<file path="src/design/fre_pkg.sv">
package fre_pkg;

  typedef struct packed {
    logic [7:0] in_byte;
    logic       in_last;
  } in_t;

  typedef struct packed {
    logic [7:0]  out_byte;
    logic [1:0]  out_kind;
    logic [39:0] seq_count;
    logic [39:0] residue_count;
    logic [1:0]  end_status;
    logic        out_last;
  } out_t;

  localparam logic [1:0] KIND_IDENT = 2'd0;
  localparam logic [1:0] KIND_RES   = 2'd1;
  localparam logic [1:0] KIND_SEP   = 2'd2;
  localparam logic [1:0] KIND_SUM   = 2'd3;

  localparam logic [1:0] ST_OK        = 2'd0;
  localparam logic [1:0] ST_NO_HEADER = 2'd1;
  localparam logic [1:0] ST_IN_HEADER = 2'd2;

  localparam logic [7:0] CH_GT    = 8'h3E;
  localparam logic [7:0] CH_STAR  = 8'h2A;
  localparam logic [7:0] CH_SPACE = 8'h20;
  localparam logic [7:0] CH_NL    = 8'h0A;
  localparam logic [7:0] CH_LC_A  = 8'h61;
  localparam logic [7:0] CH_LC_Z  = 8'h7A;
  localparam logic [7:0] CH_UC_A  = 8'h41;
  localparam logic [7:0] CH_UC_Z  = 8'h5A;
  localparam logic [7:0] CASE_OFS = 8'h20;

  localparam int QDEPTH = 4;

  // One classified byte: an optional character result and an optional summary.
  typedef struct packed {
    logic       has_char;
    logic       has_sum;
    logic [7:0] ch;
    logic [1:0] kind;
    logic [1:0] status;
  } evt_t;

endpackage

</file>
<file path="src/design/fre_front.sv">
module fre_front #(
  parameter int MAX_ID_LEN = 64
) (
  input  logic         clk,
  input  logic         rst_n,
  input  logic         cfg_we,
  input  logic         cfg_data,
  input  logic         acc,
  input  fre_pkg::in_t in_data,
  output logic         ev_push,
  output fre_pkg::evt_t ev
);
  import fre_pkg::*;

  typedef enum logic [2:0] {
    M_START, M_SEEK, M_SKIPSP, M_IDENT, M_SKIPLINE, M_BODY, M_SKIPHDR
  } mode_t;

  localparam logic [6:0] MaxLen = 7'(MAX_ID_LEN);

  mode_t      mode_r, mode_nxt, cur, parsed;
  logic [6:0] len_r, len_nxt;
  logic       start_hdr_r;
  logic [7:0] c, up;

  always_comb begin
    c   = in_data.in_byte;
    up  = (c >= CH_LC_A && c <= CH_LC_Z) ? c - CASE_OFS : c;
    cur = mode_r;
    if (mode_r == M_START) begin
      cur = start_hdr_r ? M_SKIPSP : M_SEEK;
    end
    parsed  = cur;
    len_nxt = len_r;
    ev      = '0;
    unique case (cur)
      M_SEEK: begin
        if (c == CH_GT) parsed = M_SKIPSP;
      end
      M_SKIPSP, M_IDENT: begin
        if (cur == M_SKIPSP && c == CH_SPACE) begin
          parsed = cur;
        end else if (c == CH_NL) begin
          parsed = M_BODY;
        end else if (c == CH_SPACE || len_r >= MaxLen) begin
          parsed = M_SKIPLINE;
        end else begin
          ev.has_char = 1'b1;
          ev.ch       = c;
          ev.kind     = KIND_IDENT;
          len_nxt     = len_r + 7'd1;
          parsed      = M_IDENT;
        end
      end
      M_SKIPLINE, M_SKIPHDR: begin
        if (c == CH_NL) parsed = M_BODY;
      end
      M_BODY: begin
        if (up == CH_GT) begin
          ev.has_char = 1'b1;
          ev.ch       = CH_STAR;
          ev.kind     = KIND_SEP;
          parsed      = M_SKIPHDR;
        end else if ((up >= CH_UC_A && up <= CH_UC_Z) || up == CH_STAR) begin
          ev.has_char = 1'b1;
          ev.ch       = up;
          ev.kind     = KIND_RES;
        end
      end
      default: parsed = cur;
    endcase
    mode_nxt = parsed;
    if (in_data.in_last) begin
      ev.has_sum = 1'b1;
      if (parsed == M_SEEK) ev.status = ST_NO_HEADER;
      else if (parsed == M_BODY) ev.status = ST_OK;
      else ev.status = ST_IN_HEADER;
      // The summary closes the file; the next byte starts a new one.
      mode_nxt = M_START;
      len_nxt  = '0;
    end
  end

  assign ev_push = acc && (ev.has_char || ev.has_sum);

  always_ff @(posedge clk) begin
    if (!rst_n) begin
      mode_r      <= M_START;
      len_r       <= '0;
      start_hdr_r <= 1'b0;
    end else begin
      if (cfg_we) start_hdr_r <= cfg_data;
      if (acc) begin
        mode_r <= mode_nxt;
        len_r  <= len_nxt;
      end
    end
  end

endmodule

</file>
<file path="src/design/fre_queue.sv">
module fre_queue (
  input  logic           clk,
  input  logic           rst_n,
  input  logic           push,
  input  fre_pkg::evt_t  wdata,
  input  logic           pop,
  output fre_pkg::evt_t  rdata,
  output logic           full,
  output logic           empty
);
  import fre_pkg::*;

  localparam int PW = $clog2(QDEPTH);
  localparam int CW = $clog2(QDEPTH + 1);

  evt_t          mem [QDEPTH];
  logic [PW-1:0] wr_r, rd_r;
  logic [CW-1:0] cnt_r;

  assign full  = (cnt_r == CW'(QDEPTH));
  assign empty = (cnt_r == '0);
  assign rdata = mem[rd_r];

  always_ff @(posedge clk) begin
    if (push) mem[wr_r] <= wdata;
  end

  always_ff @(posedge clk) begin
    if (!rst_n) begin
      wr_r  <= '0;
      rd_r  <= '0;
      cnt_r <= '0;
    end else begin
      if (push) wr_r <= (wr_r == PW'(QDEPTH - 1)) ? '0 : wr_r + PW'(1);
      if (pop)  rd_r <= (rd_r == PW'(QDEPTH - 1)) ? '0 : rd_r + PW'(1);
      if (push && !pop) cnt_r <= cnt_r + CW'(1);
      else if (pop && !push) cnt_r <= cnt_r - CW'(1);
    end
  end

endmodule

</file>
<file path="src/design/fre_back.sv">
module fre_back #(
  parameter int COUNT_WIDTH = 40
) (
  input  logic          clk,
  input  logic          rst_n,
  input  fre_pkg::evt_t ev,
  input  logic          ev_empty,
  output logic          ev_pop,
  input  logic          out_pop,
  output logic          out_empty,
  output fre_pkg::out_t out_data
);
  import fre_pkg::*;

  localparam logic [COUNT_WIDTH-1:0] CountMax = '1;

  logic [COUNT_WIDTH-1:0] sep_r, sep_nxt, body_r, body_nxt, seq_sat;
  logic                   sum_phase_r, sum_phase_nxt;
  logic                   valid_r, valid_nxt;
  out_t                   out_r, out_nxt;
  logic                   load_ok, take, emit_sum;
  logic [63:0]            seq_wide, body_wide;

  always_comb begin
    load_ok       = !valid_r || out_pop;
    take          = load_ok && !ev_empty;
    emit_sum      = sum_phase_r || !ev.has_char;
    seq_sat       = (sep_r == CountMax) ? sep_r : sep_r + 1'b1;
    seq_wide      = 64'(seq_sat);
    body_wide     = 64'(body_r);
    sep_nxt       = sep_r;
    body_nxt      = body_r;
    sum_phase_nxt = sum_phase_r;
    valid_nxt     = load_ok ? !ev_empty : valid_r;
    out_nxt       = out_r;
    ev_pop        = 1'b0;
    if (take) begin
      out_nxt = '0;
      if (!emit_sum) begin
        out_nxt.out_byte = ev.ch;
        out_nxt.out_kind = ev.kind;
        if (ev.kind == KIND_SEP) begin
          if (sep_r != CountMax) sep_nxt = sep_r + 1'b1;
        end else if (ev.kind == KIND_RES) begin
          if (body_r != CountMax) body_nxt = body_r + 1'b1;
        end
        // A last byte that also yields a character needs a second beat.
        if (ev.has_sum) sum_phase_nxt = 1'b1;
        else ev_pop = 1'b1;
      end else begin
        out_nxt.out_kind      = KIND_SUM;
        out_nxt.seq_count     = seq_wide[39:0];
        out_nxt.residue_count = body_wide[39:0];
        out_nxt.end_status    = ev.status;
        out_nxt.out_last      = 1'b1;
        sep_nxt               = '0;
        body_nxt              = '0;
        sum_phase_nxt         = 1'b0;
        ev_pop                = 1'b1;
      end
    end
  end

  always_ff @(posedge clk) begin
    out_r <= out_nxt;
  end

  always_ff @(posedge clk) begin
    if (!rst_n) begin
      sep_r       <= '0;
      body_r      <= '0;
      sum_phase_r <= 1'b0;
      valid_r     <= 1'b0;
    end else begin
      sep_r       <= sep_nxt;
      body_r      <= body_nxt;
      sum_phase_r <= sum_phase_nxt;
      valid_r     <= valid_nxt;
    end
  end

  assign out_empty = !valid_r;
  assign out_data  = out_r;

endmodule

</file>
<file path="src/design/fasta_residue_extractor.sv">
// Channel  Ports                              Beat moves when
// input    in_data, in_push, in_full          in_push && !in_full
// result   out_data, out_empty, out_pop       out_pop && !out_empty
// config   cfg_we, cfg_data                   cfg_we
//
// One byte can be accepted every cycle while in_full is low. The parser is combinational,
// so an event is queued at its byte's accepting edge and is then loaded from the queue
// into the result register once that register is free or being popped.
// A final byte that also yields a character gives a character result and then a summary
// result. in_full rises when the four-entry event queue fills, either while out_pop
// is held low or over a run of such final bytes. Reset is synchronous.
module fasta_residue_extractor #(
  parameter int MAX_ID_LEN  = 64,
  parameter int COUNT_WIDTH = 40
) (
  input  logic          clk,
  input  logic          rst_n,
  input  logic          cfg_we,
  input  logic          cfg_data,
  input  fre_pkg::in_t  in_data,
  input  logic          in_push,
  output logic          in_full,
  output fre_pkg::out_t out_data,
  output logic          out_empty,
  input  logic          out_pop
);
  import fre_pkg::*;

  logic acc, q_push, q_pop, q_empty;
  evt_t q_wdata, q_rdata;

  assign acc = in_push && !in_full;

  fre_front #(.MAX_ID_LEN(MAX_ID_LEN)) u_front (
    .clk, .rst_n, .cfg_we, .cfg_data, .acc, .in_data,
    .ev_push(q_push), .ev(q_wdata)
  );

  fre_queue u_queue (
    .clk, .rst_n, .push(q_push), .wdata(q_wdata), .pop(q_pop),
    .rdata(q_rdata), .full(in_full), .empty(q_empty)
  );

  fre_back #(.COUNT_WIDTH(COUNT_WIDTH)) u_back (
    .clk, .rst_n, .ev(q_rdata), .ev_empty(q_empty), .ev_pop(q_pop),
    .out_pop, .out_empty, .out_data
  );

  // Non-summary results carry no counts or status.
  a_plain_zero: assert property (@(posedge clk) disable iff (!rst_n)
    (!out_empty && out_data.out_kind != KIND_SUM) |->
      (out_data.seq_count == '0 && out_data.residue_count == '0 &&
       out_data.end_status == ST_OK && !out_data.out_last))
    else $error("non-summary result carries summary fields");

  // The summary has a zero byte, a legal status and at least one sequence.
  a_sum_shape: assert property (@(posedge clk) disable iff (!rst_n)
    (!out_empty && out_data.out_kind == KIND_SUM) |->
      (out_data.out_byte == 8'd0 && out_data.out_last &&
       out_data.end_status != 2'd3 && out_data.seq_count != '0))
    else $error("malformed summary");

  // Only events that produce output enter the queue.
  a_push_useful: assert property (@(posedge clk) disable iff (!rst_n)
    q_push |-> (q_wdata.has_char || q_wdata.has_sum))
    else $error("empty event pushed");

  // A pushed event never lands while the queue is full.
  a_no_overflow: assert property (@(posedge clk) disable iff (!rst_n)
    q_push |-> acc)
    else $error("event pushed without an accepted byte");

endmodule
</file>
<file path="config.mk">
export PLATFORM = sky130hd
export DESIGN_NAME = fasta_residue_extractor
export DESIGN_NICKNAME = d
export VERILOG_FILES = /design/src/design/fre_pkg.sv /design/src/design/fre_front.sv /design/src/design/fre_queue.sv /design/src/design/fre_back.sv /design/src/design/fasta_residue_extractor.sv
export SDC_FILE = /design/constraint.sdc
export NUM_CORES = 1
export LEC_CHECK = 0
export BUFFER_PORTS_ARGS = -buffer_cell sky130_fd_sc_hd__buf_2
export CORE_ASPECT_RATIO = 1.2
export CORE_MARGIN = 5
export CORE_UTILIZATION = 44
export DETAILED_ROUTE_END_ITERATION = 8
export HOLD_SLACK_MARGIN = 0.03
export PLACE_DENSITY = 0.66
export SLEW_MARGIN = 20
export SYNTH_ARGS = -nofsm -noshare
export SYNTH_HDL_FRONTEND = slang
export SYNTH_HIERARCHICAL = 1
export SYNTH_SLANG_ARGS = --single-unit
</file>
<file path="constraint.sdc">
create_clock -name clk -period 7.5 [get_ports clk]
set_clock_uncertainty 0.2 [all_clocks]
set_input_delay 0 -clock clk [delete_from_list [all_inputs] [get_ports clk]]
set_output_delay 0 -clock clk [all_outputs]
set_load 0.02 [all_outputs]
</file>
# After elaboration in Yosys (flattened, before gate mapping)
# Memories as Yosys holds them, arrays and structs flattened. A register that Yosys moved wholly into a read port is not among the register bits.
# Cells that the tools add are included.
[totals]
register_bits = 193
ramBits = 56
in_bits = 15
out_inout_bits = 95
word_cells = 143
mem_count = 1
[op_classes]
n_addsub = 8
magnitude_cmp = 5
eq_ne = 25
muxes = 54
reduce_logical = 34
[mem_list]
columns = ["name", "depth", "word_bits", "rd", "rd_ports_with_merged_regs", "write_ports", "line", "source"]
rows = [
  ["u_queue.mem", 4, 14, 1, 1, 1, "fre_queue.sv:16", "evt_t mem [QDEPTH];"],
]
[ops]
columns = ["operator", "n"]
rows = [
  ["40-bit two-way mux", 8],
  ["40-bit by 1-bit adder with 40-bit output, second input constant", 2],
  ["40-bit inequality test, second input constant", 2],
  ["10-bit two-way mux", 5],
  ["40-bit equality test, second input constant", 1],
  ["7-bit two-way mux", 5],
  ["8-bit by 6-bit equality test with 1-bit output, second input constant", 4],
  ["3-bit two-way mux", 10],
  ["10-bit case mux with 2 select lines", 1],
  ["8-bit by 7-bit greater-or-equal comparator with 1-bit output, second input constant", 2],
  ["8-bit by 7-bit less-or-equal comparator with 1-bit output, second input constant", 2],
  ["2-bit two-way mux", 8],
  ["3-bit equality test, second input constant", 5],
  ["1-bit two-way mux", 14],
  ["2-bit nonzero test", 7],
  ["3-bit case mux with 4 select lines", 1],
  ["8-bit by 4-bit equality test with 1-bit output, second input constant", 1],
  ["1-bit logical AND", 8],
  ["8-bit two-way mux", 1],
  ["8-bit by 6-bit subtractor with 8-bit output, second input constant", 1],
  ["7-bit by 1-bit adder with 7-bit output, second input constant", 1],
  ["7-bit greater-or-equal comparator, second input constant", 1],
  ["2-bit equality test, second input constant", 3],
  ["3-bit by 1-bit equality test with 1-bit output, second input constant", 2],
  ["other kinds (16)", 31],
]

# Depth between registers and ports, before layout
[logic_depth]
depth_word = 15
mapped_depth = 13
depth_no_buf = 13

# Modules after synthesis
# The synthesis kept the hierarchy.
[by_module_without_submodules]
columns = ["mod", "n_inst", "cells_per_inst", "area_each_um2", "seq_area_each_um2"]
rows = [
  ["fre_back", 1, 854, 8480.6, 4434.3],
  ["fre_queue", 1, 117, 2506.2, 1861.8],
  ["fre_front", 1, 132, 977.2, 220.2],
  ["fasta_residue_extractor", 1, 1, 13.8, 0.0],
]

# Worst setup path before layout
# No wires, ideal clock.
[synth_path]
kind = "register -> register"
startpoint = "register u_queue.cnt_r[0]"
endpoint = "register u_back.sep_r[17]"
setup_time_ns = 0.120
arrival_time_ns = 4.382
t_required_ns = 7.180
setup_slack_ns = 2.798
path_stages_with_launch = 10
path_buffers = 2
period_less_slack_ns = 4.702
path_cell_list = "dfxtp_1 -> nor3_1 -> or2_2 -> clkbuf_1 -> clkinv_1 -> nand3b_1 -> or3_1 -> buf_2 -> nor3_1 -> a211o_1"
[synth_via]
elab_chain_len = 4
[synth_rtl]
columns = ["item", "line", "source"]
rows = [
  ["from (decl)", "fre_queue.sv:18", "logic [CW-1:0] cnt_r;"],
  ["from (signal assigned)", "fre_queue.sv:36", "if (push && !pop) cnt_r <= cnt_r + CW'(1);"],
  ["from (signal assigned)", "fre_queue.sv:37", "else if (pop && !push) cnt_r <= cnt_r - CW'(1);"],
  ["3-bit logical NOT", "fre_queue.sv:21", "assign empty = (cnt_r == '0);"],
  ["via q_empty", "fasta_residue_extractor.sv:29", "logic acc, q_push, q_pop, q_empty;"],
  ["1-bit logical NOT", "fre_back.sv:26", "take = load_ok && !ev_empty;"],
  ["1-bit logical AND", "fre_back.sv:26", ""],
  ["via u_back.take", "fre_back.sv:21", "logic load_ok, take, emit_sum;"],
  ["3-bit AND reduction (no source line)", "-", ""],
  ["to (signal assigned)", "fre_back.sv:75", "sep_r <= sep_nxt;"],
  ["to (decl)", "fre_back.sv:17", "logic [COUNT_WIDTH-1:0] sep_r, sep_nxt, body_r, body_nxt, seq_sat;"],
]
# The timed path passes the listed nets, and every way through them passes these cells.
# A chain may end at the register's enable or synchronous reset.

==> results.json <==
{
  "netlist_instances": 1104,
  "setup_violations": 0,
  "rsz0062_at_grt": "false",
  "drv_cap": 0,
  "die_y_um": 191,
  "fp.dieW_um": 161,
  "cts_tree": "done",
  "crit_slowest_cell": "dfxtp_1",
  "worstPathCellList": "mux4_1 -> nor2b_4 -> buf_4 -> a21oi_1 -> inv_1 -> ha_1 -> inv_1 -> fa_1 -> xor2_1 -> or3_1 -> a21boi_0",
  "syn_nets": 1131,
  "maxSlewHeadroom_pct": 39.2,
  "worst_pin_slew_ns": 0.908,
  "dieArea_um2": 30600,
  "coreArea_um2": 27000,
  "grt_pass1_vias": 8826,
  "crit_path_start_kind": "flop",
  "fillers": 2375,
  "fin_setup_tns_ns": 0,
  "cts-resized-gates": 0,
  "yosysSeqAreaShare_pct": 54.4,
  "syn_area_per_cell_um2": 10.8,
  "cts_buffers": 26,
  "io_pins": 110,
  "outcome": "completed",
  "antenna_found_initial": 0,
  "fp-row-count": 66,
  "slew_violations": 0,
  "critPathKind": "reg2reg",
  "drc_errors": 0,
  "area_growth_syn_to_layout_pct": 14.5,
  "cts-root-buf": "clkbuf_16",
  "vias": 9093,
  "port_buffers": 109,
  "drive_gt1_share_pct": 16.5,
  "clk_pin_slew_ns": 0.06,
  "firstDrtPassIters": 5,
  "clock-sinks": 251,
  "num_antenna_cells": 0,
  "grt_start_max_net_pins": 87,
  "synth-seq-cells": 251,
  "netlist_area_um2": 12000,
  "critPathBufInv": 3,
  "synth-edff-count": 149,
  "p_leak_nw": 4.87,
  "htreeDepth": 1,
  "whs_ns": 0.129,
  "async_flop_share_pct": 0,
  "worst_ir_drop_vdd_uv": 228,
  "via_per_inst": 5.82,
  "critical_path.max_stage_delay_ns": 0.90,
  "gp_congestion": 0.878,
  "clockBufferDepth": 3,
  "finalCritPeriodShare_pct": 55.4,
  "grt_usage_pct": 17.9,
  "ys_types": 86,
  "hold_class": "in2reg",
  "cp_top_family": "buffers and inverters",
  "worst-path-max-fanout": 86,
  "clk_latency_ns": 0.53,
  "crit_top_cell": "inv_1",
  "p_per_area_nw_per_um2": 333,
  "drt_iter0_drc": 618,
  "hold_viol_final": 0,
  "cp-end-kind": "flop",
  "wl_per_cell_um": 17.9,
  "start_util_pct": 44.4,
  "timing.fmax_mhz": 241,
  "wl_mm": 28.0,
  "crit_arrival_ns": 4.41,
  "ys_warn_count": 6,
  "antenna_left": 0,
  "ys.flop_type": "edfxtp_1",
  "dpl.hpwl_mm": 18.4,
  "grt-ovfl-total": 0,
  "layout_min_cycle_time_ns": 4.16,
  "final_nets": 1229,
  "crit_required_ns": 7.75,
  "grt_pass1_wl_mm": 45.8
}
registers in the layout (all words and copies together) (netlist names), named ones only:
register             flops
u_back/valid_r           1
u_front/mode_r           3
u_back/sep_r            40
u_front/start_hdr_r      1
u_queue/rd_r             2
u_back/sum_phase_r       1
u_queue/wr_r             2
u_queue/mem             56
u_queue/cnt_r            3
u_back/body_r           40
u_back/out_data         93
u_front/len_r            7
final cells by class:
cell class	count	area [um^2]	area share, %
sequential	251	6520	47.5
multi-input combinational	766	5060	36.9
timing repair buffer	134	781	5.69
clock buffer	35	716	5.22
tap	340	425	3.10
clock inverter	13	128	0.931
inverter	23	88.8	0.648
what timing repair did:
item	in CTS	in global routing
hold endpoints to repair	72	0
endpoints found under the setup margin	0	0
hold buffers	19	0
setup buffers	0	0
cells in the mapped netlist, drive strengths merged, types with 9 or more instances:
cell / count / area [um^2]
edfxtp: 149 / 4470
dfxtp: 102 / 2040
a21oi: 86 / 445
nand2: 80 / 300
and2: 59 / 369
nand3: 58 / 295
nor2: 57 / 214
o21ai: 47 / 235
clkbuf: 38 / 145
nor3: 31 / 170
buf: 26 / 188
inv: 22 / 82.6
nand4: 21 / 138
nor2b: 21 / 139
or3: 20 / 130
and3: 18 / 113
and4: 18 / 159
xnor2: 18 / 158
a31oi: 17 / 106
xor2: 17 / 149
nor4: 15 / 121
mux4: 14 / 330
o211ai: 14 / 105
or4: 13 / 105
ha: 11 / 138
o31ai: 10 / 75.1
mux2i: 9 / 90.1
layout by cell type, fill, tap and decap left out, drive strengths merged, types with 8 or more instances in the layout:
cell type / Yosys / final
or3: 20 / 20
xnor2: 18 / 18
a21oi: 86 / 86
a31oi: 17 / 17
o211ai: 14 / 14
dlygate4sd3: 0 / 19
o31ai: 10 / 10
inv: 22 / 25
nor2: 57 / 57
ha: 11 / 11
nor3: 31 / 31
o21ai: 47 / 47
mux4: 14 / 14
buf: 26 / 115
nand3: 58 / 58
clkbuf: 38 / 35
and4: 18 / 18
o22ai: 8 / 8
and2: 59 / 59
mux2i: 9 / 9
nand2b: 8 / 8
nor4: 15 / 15
or4: 13 / 13
and3: 18 / 18
nand4: 21 / 21
nand2: 80 / 80
nor2b: 21 / 21
edfxtp: 149 / 149
dfxtp: 102 / 102
xor2: 17 / 17
per-stage QoR:
step / instance area (um^2) / cells / power [mW] / util, % / setup slack, ns
after floorplan: 12000 / 1104 / 2.90 / - / 2.80
after global placement: 12700 / 1495 / 3.31 / 46.9 / 3.33
after detailed placement: 12700 / 1495 / 3.33 / 46.9 / 3.27
after CTS: 13700 / 1562 / 4.62 / 50.8 / 3.27
after global routing: 13700 / 1562 / 4.79 / 50.8 / 3.02
final: 13700 / 1562 / 4.56 / 50.8 / 3.34
kinds of logic after synthesis:
kind of cell / count (synthesis) / share of synthesized area, %
AOI/OAI and AO/OA: 249 / 13.4
xor gates and xnor gates: 35 / 2.56
adders and majority gates: 12 / 1.32
buffers and inverters: 87 / 3.50
DFF: 251 / 54.4
muxes: 24 / 3.60
and+or+nand+nor: 446 / 21.2
power by group:
| part | internal [mW] | switching, mW |
|---|---|---|
| Clock | 0.742 | 0.528 |
| Sequential | 1.83 | 0.110 |
| Combinational | 0.383 | 0.966 |
routing by layer:
metal	track usage (%)	wire length, um
met3	2.44	1590
met5	0	0
met4	4.70	481
met2	31.3	13900
met1	23.6	12100
final timing paths:
check                                       start            endpoint  slack (ns)  cells after the start
worst max-delay path                         flop    u_queue/cnt_r[2]        3.34                     11
worst min-delay path                   in_data[0]  u_queue/mem[1][12]        0.13                      2
worst max register to register               flop    u_queue/cnt_r[2]        3.34                     11
worst min register to register  u_back/body_r[24]   u_back/body_r[24]        0.28                      1
Power figures use the tool's default switching activity.
